[src/sv/uscd_pkg.sv]
// ============================================================================
// uscd_pkg
// Shared types, constants and tables for the seconds-to-civil-date converter.
// ============================================================================
package uscd_pkg;

    // Controller states.
    typedef enum logic [2:0] {
        S_IDLE,
        S_DIV_DAY,
        S_DIV_HOUR,
        S_DIV_MIN,
        S_YEAR,
        S_MONTH,
        S_DONE
    } t_state;

    // Which division the shared multiplier runs.
    typedef enum logic [1:0] {
        DIV_DAY,
        DIV_HOUR,
        DIV_MIN
    } t_div_sel;

    // Divisors, and the rounded-up reciprocals that divide by them: the day
    // count is ((s >> 7) * RCP_DAY) >> 35, the hour ((r >> 4) * RCP_HOUR) >> 21
    // and the minute ((r >> 2) * RCP_MIN) >> 14, exact over each input range.
    localparam logic [25:0] DSR_DAY  = 26'd86400;
    localparam logic [25:0] DSR_HOUR = 26'd3600;
    localparam logic [25:0] DSR_MIN  = 26'd60;
    localparam logic [25:0] RCP_DAY  = 26'd50903317;
    localparam logic [25:0] RCP_HOUR = 26'd9321;
    localparam logic [25:0] RCP_MIN  = 26'd1093;

    // Epoch: 1970 is year 70 of a century whose number is 3 modulo 4.
    localparam logic [6:0] EPOCH_YOC  = 7'd70;
    localparam logic [1:0] EPOCH_CMOD = 2'd3;

    localparam logic [8:0] DAYS_LEAP   = 9'd366;
    localparam logic [8:0] DAYS_COMMON = 9'd365;
    localparam logic [3:0] MONTH_LAST  = 4'd12;
    localparam logic [3:0] MONTH_FEB   = 4'd2;

    // Controller to datapath commands.
    typedef struct packed {
        logic     load;
        logic     div_init;
        t_div_sel init_sel;
        logic     div_step;
        t_div_sel step_sel;
        logic     year_step;
        logic     month_step;
    } t_dp_cmd;

    // Datapath to controller status.
    typedef struct packed {
        logic ts_zero;
        logic div_last;
        logic year_fits;
        logic month_fits;
    } t_dp_status;

    // One result item.
    typedef struct packed {
        logic       invalid;
        logic [6:0] year_of_century;
        logic [3:0] month;
        logic [4:0] day_of_month;
        logic [4:0] hour;
        logic [5:0] minute;
        logic [5:0] second;
    } t_result;

    // Length of a month in days.
    function automatic logic [4:0] month_len(input logic [3:0] mon, input logic leap);
        logic [4:0] len;
        unique case (mon)
            4'd1, 4'd3, 4'd5, 4'd7, 4'd8, 4'd10, 4'd12: len = 5'd31;
            4'd4, 4'd6, 4'd9, 4'd11:                    len = 5'd30;
            MONTH_FEB:                                  len = leap ? 5'd29 : 5'd28;
            default:                                    len = 5'd31;
        endcase
        return len;
    endfunction

endpackage

[src/sv/unix_seconds_to_civil_date.sv]
// ============================================================================
// unix_seconds_to_civil_date
// Converts a 32-bit count of seconds since 1970 into a Gregorian date and time.
// ============================================================================
// Each request carries one unsigned count of seconds since 1970-01-01 00:00:00
// and yields exactly one result: year of century, month, day, hour, minute and
// second, or the invalid flag with all other fields zero when the count is
// zero. One request is worked on at a time. For a nonzero request the
// controller runs three divisions by a constant, then subtracts one year per
// cycle for each of the Y whole years elapsed since 1970 (at most 136), then
// one month for each of the M whole months elapsed in the final year (at most
// 11). Each division first multiplies by a scaled reciprocal to form the
// quotient, then multiplies the quotient back and subtracts it to leave the
// remainder. The result sits in an output register, so the next request is
// taken while an earlier result still waits downstream.
// ============================================================================
module unix_seconds_to_civil_date (
    input  logic        i_clk,
    input  logic        i_rst_n,
    input  logic        i_s_tvalid,
    output logic        o_s_tready,
    input  logic [31:0] i_s_tdata,   // [31:0] unix_seconds
    output logic        o_m_tvalid,
    input  logic        i_m_tready,
    output logic [39:0] o_m_tdata,   // [6:0] year_of_century, [10:7] month,
                                     // [15:11] day_of_month, [20:16] hour,
                                     // [26:21] minute, [32:27] second, rest zero
    output logic        o_m_tuser    // [0] invalid
);

    uscd_pkg::t_dp_cmd    cmd;
    uscd_pkg::t_dp_status status;
    uscd_pkg::t_result    result;
    logic                 out_load;
    logic                 out_free;

    logic                 r_out_valid;
    uscd_pkg::t_result    r_out;

    // The output slot is free when empty or when its result leaves this cycle.
    assign out_free = !r_out_valid || i_m_tready;

    uscd_ctrl u_ctrl (
        .i_clk      (i_clk),
        .i_rst_n    (i_rst_n),
        .i_valid    (i_s_tvalid),
        .i_out_free (out_free),
        .i_status   (status),
        .o_ready    (o_s_tready),
        .o_out_load (out_load),
        .o_cmd      (cmd)
    );

    uscd_dp u_dp (
        .i_clk    (i_clk),
        .i_ts     (i_s_tdata),
        .i_cmd    (cmd),
        .o_status (status),
        .o_result (result)
    );

    // Output register holding one finished result until the sink takes it.
    always_ff @(posedge i_clk) begin
        if (!i_rst_n) begin
            r_out_valid <= 1'b0;
        end else if (out_load) begin
            r_out_valid <= 1'b1;
        end else if (i_m_tready) begin
            r_out_valid <= 1'b0;
        end
    end

    always_ff @(posedge i_clk) begin
        if (out_load) begin
            r_out <= result;
        end
    end

    assign o_m_tvalid = r_out_valid;
    assign o_m_tuser  = r_out.invalid;
    assign o_m_tdata  = {7'd0, r_out.second, r_out.minute, r_out.hour,
                         r_out.day_of_month, r_out.month, r_out.year_of_century};

endmodule

[src/sv/uscd_dp.sv]
// ============================================================================
// uscd_dp
// Datapath: shared reciprocal multiplier, year and month subtraction registers.
// ============================================================================
module uscd_dp (
    input  logic                  i_clk,
    input  logic [31:0]           i_ts,
    input  uscd_pkg::t_dp_cmd     i_cmd,
    output uscd_pkg::t_dp_status  o_status,
    output uscd_pkg::t_result     o_result
);

    logic [31:0] r_rem;
    logic        r_first;
    logic [15:0] r_quo;
    logic [15:0] r_days;
    logic [4:0]  r_hour;
    logic [5:0]  r_min;
    logic [6:0]  r_yoc;
    logic [1:0]  r_cmod;
    logic [3:0]  r_mon;
    logic        r_invalid;

    logic [24:0] scaled;
    logic [25:0] rcp;
    logic [25:0] dsr;
    logic [24:0] mul_a;
    logic [25:0] mul_b;
    logic [50:0] mul_p;
    logic [15:0] quo;
    logic        leap;
    logic [8:0]  ylen;
    logic [4:0]  mlen;

    always_comb begin
        case (i_cmd.step_sel)
            uscd_pkg::DIV_HOUR: begin
                scaled = {12'd0, r_rem[16:4]};
                rcp    = uscd_pkg::RCP_HOUR;
                dsr    = uscd_pkg::DSR_HOUR;
            end
            uscd_pkg::DIV_MIN: begin
                scaled = {15'd0, r_rem[11:2]};
                rcp    = uscd_pkg::RCP_MIN;
                dsr    = uscd_pkg::DSR_MIN;
            end
            default: begin
                scaled = r_rem[31:7];
                rcp    = uscd_pkg::RCP_DAY;
                dsr    = uscd_pkg::DSR_DAY;
            end
        endcase
    end

    // The first step of a division forms the quotient; the second multiplies
    // it back and takes the product off the remainder.
    assign mul_a = r_first ? scaled : {9'd0, r_quo};
    assign mul_b = r_first ? rcp : dsr;
    assign mul_p = {26'd0, mul_a} * {25'd0, mul_b};

    always_comb begin
        case (i_cmd.step_sel)
            uscd_pkg::DIV_HOUR: quo = mul_p[36:21];
            uscd_pkg::DIV_MIN:  quo = mul_p[29:14];
            default:            quo = mul_p[50:35];
        endcase
    end

    // Divisible by 4, and not a century year unless the century is a multiple of 4.
    assign leap  = (r_yoc[1:0] == 2'd0) && ((r_yoc != 7'd0) || (r_cmod == 2'd0));
    assign ylen  = leap ? uscd_pkg::DAYS_LEAP : uscd_pkg::DAYS_COMMON;
    assign mlen  = uscd_pkg::month_len(r_mon, leap);

    assign o_status.ts_zero    = (i_ts == 32'd0);
    assign o_status.div_last   = !r_first;
    assign o_status.year_fits  = (r_days < {7'd0, ylen});
    assign o_status.month_fits = (r_days < {11'd0, mlen}) || (r_mon == uscd_pkg::MONTH_LAST);

    always_ff @(posedge i_clk) begin
        if (i_cmd.load) begin
            r_rem     <= i_ts;
            r_invalid <= (i_ts == 32'd0);
            r_yoc     <= uscd_pkg::EPOCH_YOC;
            r_cmod    <= uscd_pkg::EPOCH_CMOD;
            r_mon     <= 4'd1;
        end else if (i_cmd.div_step && !r_first) begin
            r_rem <= r_rem - mul_p[31:0];
        end

        if (i_cmd.div_init) begin
            r_first <= 1'b1;
        end else if (i_cmd.div_step) begin
            r_first <= 1'b0;
        end

        if (i_cmd.div_step && r_first) begin
            r_quo <= quo;
        end

        // Capture the finished quotient on the last step of each division; year and month steps subtract from the days.
        if (i_cmd.div_step && !r_first) begin
            case (i_cmd.step_sel)
                uscd_pkg::DIV_HOUR: r_hour <= r_quo[4:0];
                uscd_pkg::DIV_MIN:  r_min  <= r_quo[5:0];
                default:            r_days <= r_quo;
            endcase
        end else if (i_cmd.year_step) begin
            r_days <= r_days - {7'd0, ylen};
        end else if (i_cmd.month_step) begin
            r_days <= r_days - {11'd0, mlen};
        end

        if (i_cmd.year_step) begin
            if (r_yoc == 7'd99) begin
                r_yoc  <= 7'd0;
                r_cmod <= r_cmod + 2'd1;
            end else begin
                r_yoc <= r_yoc + 7'd1;
            end
        end

        if (i_cmd.month_step) begin
            r_mon <= r_mon + 4'd1;
        end
    end

    always_comb begin
        o_result = '0;
        o_result.invalid = r_invalid;
        if (!r_invalid) begin
            o_result.year_of_century = r_yoc;
            o_result.month           = r_mon;
            o_result.day_of_month    = r_days[4:0] + 5'd1;
            o_result.hour            = r_hour;
            o_result.minute          = r_min;
            o_result.second          = r_rem[5:0];
        end
    end

endmodule

[src/sv/uscd_ctrl.sv]
// ============================================================================
// uscd_ctrl
// Controller: sequences the divisions, the year loop and the month loop.
// ============================================================================
module uscd_ctrl (
    input  logic                  i_clk,
    input  logic                  i_rst_n,
    input  logic                  i_valid,
    input  logic                  i_out_free,
    input  uscd_pkg::t_dp_status  i_status,
    output logic                  o_ready,
    output logic                  o_out_load,
    output uscd_pkg::t_dp_cmd     o_cmd
);

    uscd_pkg::t_state r_state;
    uscd_pkg::t_state n_state;

    always_ff @(posedge i_clk) begin
        if (!i_rst_n) begin
            r_state <= uscd_pkg::S_IDLE;
        end else begin
            r_state <= n_state;
        end
    end

    always_comb begin
        n_state = r_state;
        unique case (r_state)
            uscd_pkg::S_IDLE: begin
                if (i_valid) begin
                    n_state = i_status.ts_zero ? uscd_pkg::S_DONE : uscd_pkg::S_DIV_DAY;
                end
            end
            uscd_pkg::S_DIV_DAY: begin
                if (i_status.div_last) n_state = uscd_pkg::S_DIV_HOUR;
            end
            uscd_pkg::S_DIV_HOUR: begin
                if (i_status.div_last) n_state = uscd_pkg::S_DIV_MIN;
            end
            uscd_pkg::S_DIV_MIN: begin
                if (i_status.div_last) n_state = uscd_pkg::S_YEAR;
            end
            uscd_pkg::S_YEAR: begin
                if (i_status.year_fits) n_state = uscd_pkg::S_MONTH;
            end
            uscd_pkg::S_MONTH: begin
                if (i_status.month_fits) n_state = uscd_pkg::S_DONE;
            end
            uscd_pkg::S_DONE: begin
                if (i_out_free) n_state = uscd_pkg::S_IDLE;
            end
            default: n_state = uscd_pkg::S_IDLE;
        endcase
    end

    always_comb begin
        o_cmd      = '0;
        o_ready    = 1'b0;
        o_out_load = 1'b0;
        unique case (r_state)
            uscd_pkg::S_IDLE: begin
                o_ready = 1'b1;
                if (i_valid) begin
                    o_cmd.load     = 1'b1;
                    o_cmd.div_init = 1'b1;
                    o_cmd.init_sel = uscd_pkg::DIV_DAY;
                end
            end
            uscd_pkg::S_DIV_DAY: begin
                o_cmd.div_step = 1'b1;
                o_cmd.step_sel = uscd_pkg::DIV_DAY;
                o_cmd.div_init = i_status.div_last;
                o_cmd.init_sel = uscd_pkg::DIV_HOUR;
            end
            uscd_pkg::S_DIV_HOUR: begin
                o_cmd.div_step = 1'b1;
                o_cmd.step_sel = uscd_pkg::DIV_HOUR;
                o_cmd.div_init = i_status.div_last;
                o_cmd.init_sel = uscd_pkg::DIV_MIN;
            end
            uscd_pkg::S_DIV_MIN: begin
                o_cmd.div_step = 1'b1;
                o_cmd.step_sel = uscd_pkg::DIV_MIN;
            end
            uscd_pkg::S_YEAR: begin
                o_cmd.year_step = !i_status.year_fits;
            end
            uscd_pkg::S_MONTH: begin
                o_cmd.month_step = !i_status.month_fits;
            end
            uscd_pkg::S_DONE: begin
                o_out_load = i_out_free;
            end
            default: begin
                o_ready = 1'b0;
            end
        endcase
    end

endmodule
[config.mk]
export PLATFORM = sky130hd
export DESIGN_NAME = unix_seconds_to_civil_date
export DESIGN_NICKNAME = d
export VERILOG_FILES = /design/src/sv/uscd_pkg.sv /design/src/sv/unix_seconds_to_civil_date.sv /design/src/sv/uscd_dp.sv /design/src/sv/uscd_ctrl.sv
export SDC_FILE = /design/constraint.sdc
export NUM_CORES = 1
export LEC_CHECK = 0
export BUFFER_PORTS_ARGS = -buffer_cell sky130_fd_sc_hd__buf_2
export CAP_MARGIN = 20
export CORE_AREA = 4 4 291 293
export DETAILED_ROUTE_END_ITERATION = 16
export DIE_AREA = 0 0 295 297
export PLACE_DENSITY_LB_ADDON = 0.12
export SLEW_MARGIN = 40
export SYNTH_ARGS = -nofsm -noshare
export SYNTH_HDL_FRONTEND = slang
export SYNTH_SLANG_ARGS = --single-unit
[constraint.sdc]
create_clock -name i_clk -period 9.4 [get_ports i_clk]
set_input_delay 1.41 -clock i_clk [delete_from_list [all_inputs] [get_ports i_clk]]
set_output_delay 1.41 -clock i_clk [all_outputs]
set_load 0.02 [all_outputs]
# == Yosys cells after proc, flatten, opt, wreduce, memory -nomap -nowiden ==
# Cells that the tools add are included.
# word_totals
output_inout_bits,43
regBits,128
latch_bits,0
inputBits,36
ramBits,0
mem_bits_ro,0
n_memories,0
wordCells,120
# op_classes
mux,42
n_div,0
add_sub_neg,7
shift,0
mul,1
n_reduce_logical,26
n_eq_ne,23
order_cmp,2
n_bitwise,0
# op_table
op,count
two-way mux 16 bit,4
two-way mux 32 bit,2
one-hot mux 26 bit (2 select lines),1
multiplier 25 x 26 -> 51 bit,1
one-hot mux 25 bit (2 select lines),1
one-hot mux 17 bit (2 select lines),1
logical NOT 32 bit,1
one-hot mux 16 bit (2 select lines),1
subtractor 32 bit,1
two-way mux 26 bit,1
two-way mux 25 bit,1
two-way mux 3 bit,8
two-way mux 7 bit,3
one-hot mux 3 bit (7 select lines),1
one-hot mux 3 bit (3 select lines),2
< comparator 16 x 5 -> 1 bit,1
< comparator 16 x 9 -> 1 bit,1
subtractor 16 x 5 -> 16 bit,1
subtractor 16 x 9 -> 16 bit,1
"== test 4 bit, second input constant",3
two-way mux 4 bit,3
"!= test 2 bit, second input constant",5
one-hot mux 5 bit (2 select lines),1
"== test 3 bit, second input constant",3
26 further kinds,53

# == Depth between registers and ports, before layout ==
# Gate-level depths: netlist (run 1).
# depth
depth_word,12
ltp_mapped,45
mapped_depth_nobuf,42

# == Cells and area by module ==
# Synthesis (run 1) repeated with hierarchy kept, for this count alone.
# hier_totals
hier_cells,2631
hier_area_um2,24491.0
# by_module_without_submodules
module,cells_per_inst,n_inst,area_each_um2,seq_area_each_um2
uscd_dp,2537,1,23015.8,2672.6
unix_seconds_to_civil_date,46,1,1126.1,1041.0
uscd_ctrl,48,1,349.1,60.1

# == Worst setup path before layout (run 1) ==
# Ideal clock, no wire load.
# synth_timing
path_kind,flip-flop to flip-flop
startpoint,register u_ctrl.r_state[2]
endpoint,"register u_dp.r_rem[30], data pin"
n_path_buf,4
arrival_time_ns,9.459
setup_time_ns,0.269
period_less_slack_ns,9.728
t_required_ns,9.131
path_stages_with_launch,40
setup_slack_ns,-0.328
path_cell_list,dfxtp_1 -> clkbuf_1 -> clkbuf_1 -> nand3b_1 -> inv_1 -> ha_1 -> clkbuf_1 -> a221o_1 -> o21ai_0 -> nor2_1 -> a21oi_1 -> nand2b_1 -> inv_1 -> or2_2 -> fa_1 -> fa_1 -> inv_1 -> fa_1 -> [4 not listed] -> inv_1 -> fa_1 -> inv_1 -> ha_1 -> a21oi_1 -> a21boi_0 -> o221a_2 -> a21boi_0 -> xnor2_1 -> inv_1 -> ha_1 -> clkbuf_1 -> nand3_1 -> or4b_2 -> o221ai_1 -> o41ai_1 -> xor2_1 -> o21ai_0
# synth_via
elab_chain_cells,9
word_cells_on_any_way,17
cone_classes,1 x add/sub; 1 x mul; 5 x eq/ne; 9 x mux; 1 x reduce/logical
# synth_rtl
element,line,text
"start, declared",uscd_ctrl.sv:16,uscd_pkg::t_state r_state;
"start signal, assigned",uscd_ctrl.sv:21,r_state <= uscd_pkg::S_IDLE;
"start signal, assigned",uscd_ctrl.sv:23,r_state <= n_state;
== test 3 x 2 -> 1 bit or == test 3 x 1 -> 1 bit (tied branches),uscd_ctrl.sv:61,unique case (r_state)
one-hot mux 3 bit (3 select lines),uscd_ctrl.sv:61,
== test 2 bit or == test 2 x 1 -> 1 bit (tied branches),uscd_dp.sv:36,case (i_cmd.step_sel)
one-hot mux 25 bit (2 select lines) (tied with other cells),uscd_dp.sv:36,
two-way mux 25 bit or two-way mux 26 bit (tied branches),"uscd_dp.sv:57, uscd_dp.sv:58",
multiplier 25 x 26 -> 51 bit,uscd_dp.sv:59,"assign mul_p = {26'd0, mul_a} * {25'd0, mul_b};"
subtractor 32 bit,uscd_dp.sv:87,r_rem <= r_rem - mul_p[31:0];
two-way mux 32 bit,uscd_dp.sv:86,end else if (i_cmd.div_step && !r_first) begin
two-way mux 32 bit (*),uscd_dp.sv:80,if (i_cmd.load) begin
"end signal, assigned",uscd_dp.sv:81,r_rem <= i_ts;
"end signal, assigned",uscd_dp.sv:87,
"end, declared",uscd_dp.sv:13,logic [31:0] r_rem;
# Mark *: on every way between the ends. The rest lies on a longest branch, timed or not. The select of a mux whose other input is x is not followed.
# A chain may end at the register's enable or synchronous reset.

# == Worst setup path after layout (run 1) ==
# layout_timing
startpoint,register u_ctrl.r_state[2]
endpoint,"register u_dp.r_rem[31], data pin"
# Same word-level chain as after synthesis.

==> results of run 1 <==
worst max path at each step:
| stage | to | start | slack, ns |
|---|---|---|---|
| detailed placement | u_dp.r_rem[30] | u_ctrl.r_state[2] | -0.17 |
| global placement | u_dp.r_rem[30] | u_ctrl.r_state[2] | -0.10 |
| CTS | u_dp.r_rem[30] | u_ctrl.r_state[2] | 0.002 |
| floorplan | u_dp.r_rem[30] | u_ctrl.r_state[2] | 0.02 |
| global route | u_dp.r_rem[29] | u_ctrl.r_state[2] | -0.08 |
| finish | u_dp.r_rem[31] | u_ctrl.r_state[2] | 0.30 |
sequential cells by signal (all words and copies together) (netlist names), 2 cells and up:
name            count
u_dp.r_min          6
u_dp.r_yoc          7
u_ctrl.r_state      3
u_dp.r_hour         5
u_dp.r_cmod         2
u_dp.r_mon          4
u_dp.r_days        16
o_m_tdata          33
u_dp.r_rem         32
u_dp.r_quo         16
metal layers:
layer | wire [µm] | up-vias | share of wire (%) | global-route usage, %
met1 | 37200 | 9929 | 44 | 25.5
met5 | 0 | - | 0 | 0
li1 | - | 9280 | - | -
met4 | 1980 | 0 | 2.4 | 4.08
met2 | 43300 | 293 | 51 | 34.8
met3 | 1760 | 77 | 2.1 | 1.24
critical path: cells and delay by family, from the launching register on:
family | cells | cell delay, ns
fa+ha+maj | 10 | 4.46
compound gates | 9 | 1.35
simple gates | 6 | 1.24
buf+inv | 8 | 0.93
xor+xnor | 2 | 0.51
flops | 1 | 0.32
what timing repair did:
item                       in CTS  in global routing
setup endpoints to repair       5                 18
buffers inserted                1                 16
gates cloned                    0                  1
pin swaps                       4                 41
resized for setup              21                122
placed cells by master, fill, tap and decap left out, types with 22 or more instances in the layout:
master | Yosys | final
xnor2_1 | 47 | 42
a21oi_1 | 116 | 99
o21ai_0 | 77 | 65
nor2_1 | 190 | 175
nand2_1 | 227 | 219
buf_4 | 13 | 360
ha_1 | 304 | 283
conb_1 | 2 | 25
fa_1 | 375 | 370
xor2_1 | 46 | 41
a21oi_2 | 5 | 22
inv_1 | 550 | 547
a21o_1 | 63 | 61
o21ai_1 | 16 | 22
buf_2 | 7 | 71
nor2b_1 | 34 | 34
and2_1 | 56 | 55
nand3_1 | 28 | 28
edfxtp_1 | 121 | 121
cells by family after synthesis:
family	synth area share, %
compound gates	11.8
xor+xnor	3.56
fa+ha+maj	46.2
buf+inv	10.1
flops	15.4
mux	0.256
other cells	0.0307
simple gates	12.6
area by class of cell:
| type | instances | area share [%] |
|---|---|---|
| Sequential cell | 128 | 12.5 |
| Clock inverter | 15 | 0.569 |
| Inverter | 553 | 6.91 |
| Clock buffer | 17 | 1.41 |
| Multi-Input combinational cell | 1894 | 63.1 |
| Tap cell | 1070 | 4.45 |
| Timing Repair Buffer | 447 | 11.1 |
per-stage QoR:
step | hold slack (ns) | cell area, µm² | util, % | instances
2_1_floorplan | 0.442 | 24600 | - | 2662
3_3_place_gp | 0.454 | 28700 | 35.1 | 4073
3_5_place_dp | 0.468 | 28700 | 35.1 | 4075
4_1_cts | 0.477 | 29400 | 36.0 | 4108
5_1_grt | 0.499 | 30100 | 36.8 | 4124
6_report | 0.469 | 30100 | 36.8 | 4124
==> summary.md, run 1 <==
| Metric | Value |
|---|---|
| Status | finished, final reports clean |
| Final WS setup | approximately 0.30 ns |
| Max Cap Viol | 0 |
| Final Setup Violations | 0 |
| H-Tree Depth | 4 |
| Synth area leader | fa_1 |
| Slowest cell delay on critical path | about 0.57 ns |
| Synth top area cells | fa_1 31%, ha_1 16%, edfxtp_1 15% |
| Routed WL per cell | approximately 20 µm |
| Drt via density | ~4.7 |
| Hold wc startpoint | u_dp.r_cmod[1] |
| Multi-input gate area | approximately 19000 µm² |
| Buffers added on ports | just over 70 |
| Tcrit/Tclk final | between 90% and 100% |
| Critical path fanouts, max | 7 |
| Dpl ws | -0.167 ns |
| 1st-pass router iterations | 5 |
| Initial antenna violation count | 2 |
| Startpoint types | flip-flop |
| First-pass GRT wire length | about 130000 µm |
| Ys Warns | 0 |
| Hold Path Cell Cnt | 2 |
| Die ar. | roughly 88000 µm² |
| R2R depth | 35 |
| Reg clk slew, reported paths | 0.06 ns |
| Share of the synthesized area in the top cell type | roughly 31% |
| Slew headroom | 45.5% |
| Measured slew at the worst slew-check pin | roughly 0.8 ns |
| CP Capture Type | flip-flop |
| Die H | a little under 300 µm |
| Post-route ant nets | 0 |
| Core Rows | 105 |
| Setup TNS | 0 ns |
| Register-to-register setup slack | about 0.30 ns |
| Worst EP required | 9.57 ns |
| CTS Buf Count | 17 |
| Share of cells above drive strength 1 | a little over a fifth |
| Crit Path Category | flip-flop to flip-flop |
| Vias in the first global route | between 20000 and 25000 |
| Syn-to-layout area delta | 23.0% |
| Routed via count | 19600 |
| Worst-Skew Late Latency | about 0.44 ns |
| R2r endpoint | u_dp.r_rem[31] |
| Hold Path Sink | u_dp.r_cmod[1] |
| DRC | 0 |
| Post-synthesis sequential area ratio | between 10% and 20% |
| EDFF count, synth | about 120 |
| Mapped Avg Cell Area | between 9 and 10 µm² |
| CTS sink cnt | ~130 |
| Die W | approximately 300 µm |
| IO Pins | 79 |
| Final min period | 9.10 ns |
| Routed wire length | around 84000 µm |
| Yosys reg bits | 128 |
| Fillers | 8442 |
| Clock Tree Buf Depth | 2 |
| Most common cell in the synthesized netlist | inv_1 |
| # hold bufs at CTS | 0 |
| Commonest cells post-synth | 550 x inv_1, 375 x fa_1, 304 x ha_1 |
| Root Buffer | clkbuf_16 |
| DP HPWL | just over 70000 µm |
| Post-synthesis cell count | roughly 2600 |
| Fmax | between 100 and 150 MHz |
| Overflow after GRT | 0 |
| FF-to-FF Start | u_ctrl.r_state[2] |
| Core area | 81800 µm² |
| Final Hold Viols | 0 |
| Total track usage | 19.3% |
| Critical path's most frequent cell | fa_1 |
| Critical-path top delay cell | fa_1 |
| Synth Cell Area | approximately 24000 µm² |
| Most common flop cell mapped by yosys | edfxtp_1 |
| Inserted Diodes | 0 |
| Register Area | around 3800 µm² |
| Final nets | 3756 |
| Ys async rst share | 0% |
| Iter 0 DRT Violations | 1119 |
| CP arrival | roughly 9 ns |
| Largest net degree at the start of global routing | 35 |
| Initial Utilization | 29.9% |
| CTS tree | done |
| Final Max Slew Viols | 0 |
| RePlAce Congestion | approximately 0.9 |
| Setup Skew | about 0.011 ns |
| Synth cell types | 95 |
| Hold WC Path Type | flip-flop to flip-flop |
Power of run 1 is not shown: default switching activity piles up to over one toggle a cycle in this logic, so the estimate is an artifact.
==> run 2, diff against run 1 <==
==> constraint.sdc (replaced) <==
create_clock -name i_clk -period 11.75 [get_ports i_clk]
set_input_delay 1.7625 -clock i_clk [delete_from_list [all_inputs] [get_ports i_clk]]
set_output_delay 1.7625 -clock i_clk [all_outputs]
set_load 0.02 [all_outputs]
==> summary.md, run 2 (synthesis gave the netlist of run 1 again) <==
| Metric | Value |
|---|---|
| Met3 usage | 1.58% (+0.34 points) |
| Crit. Startpoint | u_ctrl.r_state[2] |
| DP HPWL | 69900 µm (-4.0%) |
| RSZ-0062 raised after global routing | false |
| RePlAce Congestion | 0.910 (+2.8%) |
| DRC | 0 (unchanged) |
| IO Pins | 79 (unchanged) |
| Hold WC Path Type | flip-flop to flip-flop |
| Core area | 81800 µm² (unchanged) |
| CTS sink cnt | 128 (unchanged) |
| Initial antenna violation count | 0 (-2) |
| Worst-Skew Late Latency | 0.43 ns (about the same) |
| Share of cells above drive strength 1 | 7.58% (-14 points) |
| Root Buffer | clkbuf_16 |
| Vias in the first global route | 19800 (-6.7%) |
| Most common cell after layout, fill and taps aside | inv_1 |
| CP arrival | 11.24 ns (+1.97 ns) |
| Worst Hold Slack | 0.466 ns (-0.00300 ns) |
| Die W | 295 µm (unchanged) |
| Max Cap Viol | 0 (unchanged) |
| Startpoint types | flip-flop |
| Multi-input gate area | 18400 µm² (-3.4%) |
| CTS resizes | 0 (-100%) |
| R2R depth | 37 (+5.7%) |
| # hold bufs at CTS | 0 (unchanged) |
| Final Max Slew Viols | 0 (unchanged) |
| Critical Path End | u_dp.r_rem[30] |
| Iter 0 DRT Violations | 1182 (+5.6%) |
| Die H | 297 µm (unchanged) |
| DP Cell Count | 3756 (-7.8%) |
| H-Tree Depth | 4 (unchanged) |
| Worst path top cell family by delay | adder cells |
| Fmax | 90.3 MHz (-18%) |
| Reg clk slew, reported paths | 0.06 ns (about the same) |
| Status | finished, final reports clean |
| Overflow after GRT | 0 (unchanged) |
| Critical path's most frequent cell | inv_1 |
| Final nets | 3420 (-8.9%) |
| CTS tree | done |
| Slew headroom | 45.2% (-0.37 points) |
| Routed wire length | 81100 µm (-3.7%) |
| GR Util met2 | 33.1% (-1.7 points) |
| Die ar. | 87600 µm² (unchanged) |
| Commonest cells after routing, fill and taps aside | 550 x inv_1, 374 x fa_1, 301 x ha_1 |
| 1st-pass router iterations | 5 (unchanged) |
| First-pass GRT wire length | 124000 µm (-3.1%) |
| Tcrit/Tclk final | 94.2% (-2.6 points) |
| FF-to-FF Start | u_ctrl.r_state[2] |
| Measured slew at the worst slew-check pin | 0.817 ns (+0.0106 ns) |
| Routed WL per cell | 21.4 µm (+4.8%) |
| Met1 Use GR | 25.2% (-0.35 points) |
| Grt peak-use layer | met2 |
| CP Capture Type | flip-flop |
| Worst EP required | 11.92 ns (+2.35 ns) |
| Crit Path Category | flip-flop to flip-flop |
| Largest register FFs | 33 (unchanged) |
| Critical-path top delay cell | or4b_2 |
| Critical path fanouts, max | 24 (+17) |
| Critical path depth in cells | 37 (+5.7%) |
| Post-route ant nets | 0 (unchanged) |
| Slowest cell delay on critical path | 0.65 ns (+0.08 ns) |
| Final Setup Violations | 0 (unchanged) |
| Final Hold Viols | 0 (unchanged) |
| Post-CTS setup buffer count | 0 (-1) |
| Syn-to-layout area delta | 9.56% |
| Setup Skew | 0.0117 ns (+0.000872 ns) |
| Clock Tree Buf Depth | 2 (unchanged) |
| Fin util | 32.8% (-4.0 points) |
| Final min period | 11.07 ns (+1.97 ns) |
| R2r endpoint | u_dp.r_rem[30] |
| Worst path bufs/invs | 9 (+1) |
| Largest net degree at the start of global routing | 41 (+17%) |
| Final Non-Filler Cells | 3789 (-8.1%) |
| Initial Utilization | 29.9% (unchanged) |
| Routed via count | 18400 (-6.0%) |
| CTS Buf Count | 17 (unchanged) |
| Drt via density | 4.86 (+2.3%) |
| Register Area | 3770 µm² (unchanged) |
| Fillers | 8584 (+1.7%) |
| Setup TNS | 0 ns (unchanged) |
| Core Rows | 105 (unchanged) |
| Register-to-register setup slack | 0.68 ns (+0.38 ns) |
| Total track usage | 18.7% (-0.62 points) |
| Buffers added on ports | 71 (unchanged) |
## run 2: cell types whose count changed in the layout (fill, tap and decap cells not counted), moves of 6 or more
| cell | previous run | this run |
|---|---|---|
| a21oi_1 | 99 | 116 |
| a21oi_2 | 22 | 5 |
| buf_12 | 9 | 0 |
| buf_4 | 360 | 36 |
| ha_1 | 283 | 301 |
| ha_4 | 17 | 0 |
| nand2_1 | 219 | 227 |
| nand2_2 | 10 | 2 |
| nor2_1 | 175 | 189 |
| nor2_2 | 14 | 2 |
| o21ai_0 | 65 | 76 |
| o21ai_2 | 8 | 2 |
## run 2: worst min-delay path, cell delays in order, from the launching register on
cell and delay (ns):
dfxtp_1 0.30, inv_1 0.06, a31oi_1 0.06
## run 2: worst min-delay path by stage
stage	from	endpoint	slack, ns	cells after the start
3_5_place_dp	u_dp.r_cmod[1]	u_dp.r_cmod[1]	0.46	2
6_report	u_dp.r_cmod[1]	u_dp.r_cmod[1]	0.47	2
2_1_floorplan	u_dp.r_cmod[1]	u_dp.r_cmod[1]	0.44	2
3_3_place_gp	u_dp.r_cmod[1]	u_dp.r_cmod[1]	0.46	2
5_1_grt	u_dp.r_cmod[1]	u_dp.r_cmod[1]	0.51	2
4_1_cts	u_dp.r_cmod[1]	u_dp.r_cmod[1]	0.47	2
## run 2: metrics by stage
| stage | setup slack [ns] | instance area, µm² |
|---|---|---|
| after floorplan | 2.02 | 24600 |
| after detailed placement | 0.493 | 26200 |
| final | 0.676 | 26800 |
| after global routing | 0.0611 | 26800 |
| after global placement | 0.491 | 26100 |
| after CTS | 0.449 | 26800 |
## run 2: metal layers
layer  share of wire (%)  up-vias  wire [µm]
met1                  45     9349      36200
met5                   0        -          0
met4                 1.7        0       1360
met3                 2.9       60       2350
li1                    -     8613          -
met2                  51      376      41200
## run 2: area by class of cell
class	instances	share of cell area, %
Inverter	553	7.74
Antenna cell	1	0.00933
Clock inverter	14	0.639
Sequential cell	128	14.1
Multi-Input combinational cell	1894	68.4
Clock buffer	18	1.60
Timing Repair Buffer	111	2.53
Tap cell	1070	4.99
Power of run 2 is left out for the same reason.
==> run 3, diff against run 2 <==
--- a/config.mk
+++ b/config.mk
@@ -11,6 +11,7 @@
 export DETAILED_ROUTE_END_ITERATION = 16
 export DIE_AREA = 0 0 295 297
 export PLACE_DENSITY_LB_ADDON = 0.12
+export RECOVER_POWER = 50
 export SLEW_MARGIN = 40
 export SYNTH_ARGS = -nofsm -noshare
 export SYNTH_HDL_FRONTEND = slang
==> summary.md, run 3 (synthesis gave the netlist of run 1 again) <==
| Metric | Value |
|---|---|
| GR Util met2 | 33.1% (unchanged) |
| Most common cell after layout, fill and taps aside | inv_1 |
| Setup Skew | 0.0121 ns (+0.000392 ns) |
| IO Pins | 79 (unchanged) |
| Post-route ant nets | 0 (unchanged) |
| Dpl ws | 0.493 ns (unchanged) |
| Measured slew at the worst slew-check pin | 2.07 ns (+1.25 ns) |
| CTS sink cnt | 128 (unchanged) |
| Fmax | 90.3 MHz (about the same) |
| H-Tree Depth | 4 (unchanged) |
| First-pass GRT wire length | 124000 µm (unchanged) |
| Initial Utilization | 29.9% (unchanged) |
| Design area | 26700 µm² (-0.37%) |
| Commonest cells after routing, fill and taps aside | 550 x inv_1, 374 x fa_1, 301 x ha_1 |
| Initial antenna violation count | 0 (unchanged) |
| 1st-pass router iterations | 5 (unchanged) |
| Slew headroom | -38.1% (-83 points) |
| Worst path bufs/invs | 9 (unchanged) |
| Grt peak-use layer | met2 |
| Die H | 297 µm (unchanged) |
| # hold bufs at CTS | 0 (unchanged) |
| Setup TNS | 0 ns (unchanged) |
| Core Rows | 105 (unchanged) |
| Hold wc startpoint | u_dp.r_cmod[1] |
| Register Area | 3770 µm² (unchanged) |
| Final WS setup | 0.673 ns (-0.00325 ns) |
| Die ar. | 87600 µm² (unchanged) |
| Final nets | 3420 (unchanged) |
| Reg clk slew, reported paths | 0.06 ns (about the same) |
| Worst EP required | 11.92 ns (about the same) |
| CTS Buf Count | 17 (unchanged) |
| Drt via density | 4.84 (-0.27%) |
| Vias in the first global route | 19800 (unchanged) |
| Root Buffer | clkbuf_16 |
| Final min period | 11.08 ns (+0.00325 ns) |
| CTS tree | done |
| Buffers added on ports | 71 (unchanged) |
| Share of cells above drive strength 1 | 5.96% (-1.6 points) |
| Iter 0 DRT Violations | 1173 (-0.76%) |
| Fillers | 8625 (+0.48%) |
| Met3 usage | 1.58% (unchanged) |
| FF-to-FF Start | u_ctrl.r_state[2] |
| Worst Hold Slack | 0.466 ns (-0.00000700 ns) |
| Worst-Skew Late Latency | 0.43 ns (about the same) |
| Multi-input gate area | 18300 µm² (about the same) |
| Routed via count | 18300 (-0.27%) |
| Routed WL per cell | 21.4 µm (about the same) |
| Routed wire length | 81100 µm (about the same) |
| Clock Tree Buf Depth | 2 (unchanged) |
| Slowest cell delay on critical path | 0.65 ns (about the same) |
| Hold Path Cell Cnt | 2 (unchanged) |
| Critical path depth in cells | 37 (unchanged) |
| Syn-to-layout area delta | 9.15% |
| Critical path's most frequent cell | inv_1 |
| Placed cell area | 26200 µm² (unchanged) |
| Critical path fanouts, max | 24 (unchanged) |
| Final Setup Violations | 0 (unchanged) |
| CP arrival | 11.25 ns (about the same) |
| R2R depth | 37 (unchanged) |
| DP HPWL | 69900 µm (unchanged) |
| RePlAce Congestion | 0.910 (unchanged) |
| DRC | 0 (unchanged) |
| CP Capture Type | flip-flop |
| Core area | 81800 µm² (unchanged) |
| Crit Path Category | flip-flop to flip-flop |
| Startpoint types | flip-flop |
| Largest net degree at the start of global routing | 41 (unchanged) |
| Hold WC Path Type | flip-flop to flip-flop |
| Critical-path top delay cell | or4b_2 |
| Total track usage | 18.7% (unchanged) |
| Max Cap Viol | 1 (+1) |
| Status | finished with violations |
| Worst path top cell family by delay | adder cells |
| Failing checks | capacitance limit, slew limit |
| Final Max Slew Viols | 41 (+41) |
| Met1 Use GR | 25.2% (unchanged) |
| RSZ-0062 raised after global routing | false |
| Tcrit/Tclk final | 94.3% (about the same) |
| Die W | 295 µm (unchanged) |
| Largest register FFs | 33 (unchanged) |
| Final Hold Viols | 0 (unchanged) |
| Crit. Startpoint | u_ctrl.r_state[2] |
| Overflow after GRT | 0 (unchanged) |
run 3: cell count changes in the layout (fill, tap and decap cells not counted), sizes merged:
cell	before	now
clkbuf	18	61
buf	111	68
run 3: per-stage QoR:
step,std cells,utilization (%)
3_3_place_gp,3752,31.9
6_report,3789,32.7
4_1_cts,3788,32.8
3_5_place_dp,3756,32.0
2_1_floorplan,2662,-
5_1_grt,3788,32.6
run 3: path summary, 6_finish.rpt:
path / endpoint / slack (ns)
setup / recovery: u_dp.r_rem[30] / 0.67
setup reg to reg: u_dp.r_rem[30] / 0.67
hold / removal: u_dp.r_cmod[1] / 0.47
hold reg to reg: u_dp.r_cmod[1] / 0.47
run 3: worst register-to-register path: cells and delay by family (launching register included):
| kind | cells | cell delay [ns] |
|---|---|---|
| buf+inv | 9 | 1.28 |
| simple gates | 6 | 1.84 |
| xor+xnor | 2 | 0.35 |
| compound gates | 10 | 2.36 |
| fa+ha+maj | 10 | 4.51 |
| flops | 1 | 0.46 |
run 3: timing repair:
action | in CTS | in global routing
endpoints found under the hold margin | 0 | 0
setup buffers | 0 | 0
endpoints found under the setup margin | 0 | 3
resized for setup | 0 | 1
run 3: area by class of cell:
type	instances	area share, %
multi-input cells	1894	68.6
repair buffers	111	2.20
clock inverters	14	0.641
clock buffers	18	1.61
diodes	1	0.00936
flip-flops and latches	128	14.1
well taps	1070	5.01
inverters	553	7.77
run 3: layer usage:
layer	vias up	share of wire [%]
li1	8616	-
met1	9311	45
met2	359	51
met3	62	2.9
met4	0	1.7
met5	-	0
Power of run 3 is left out for the same reason.
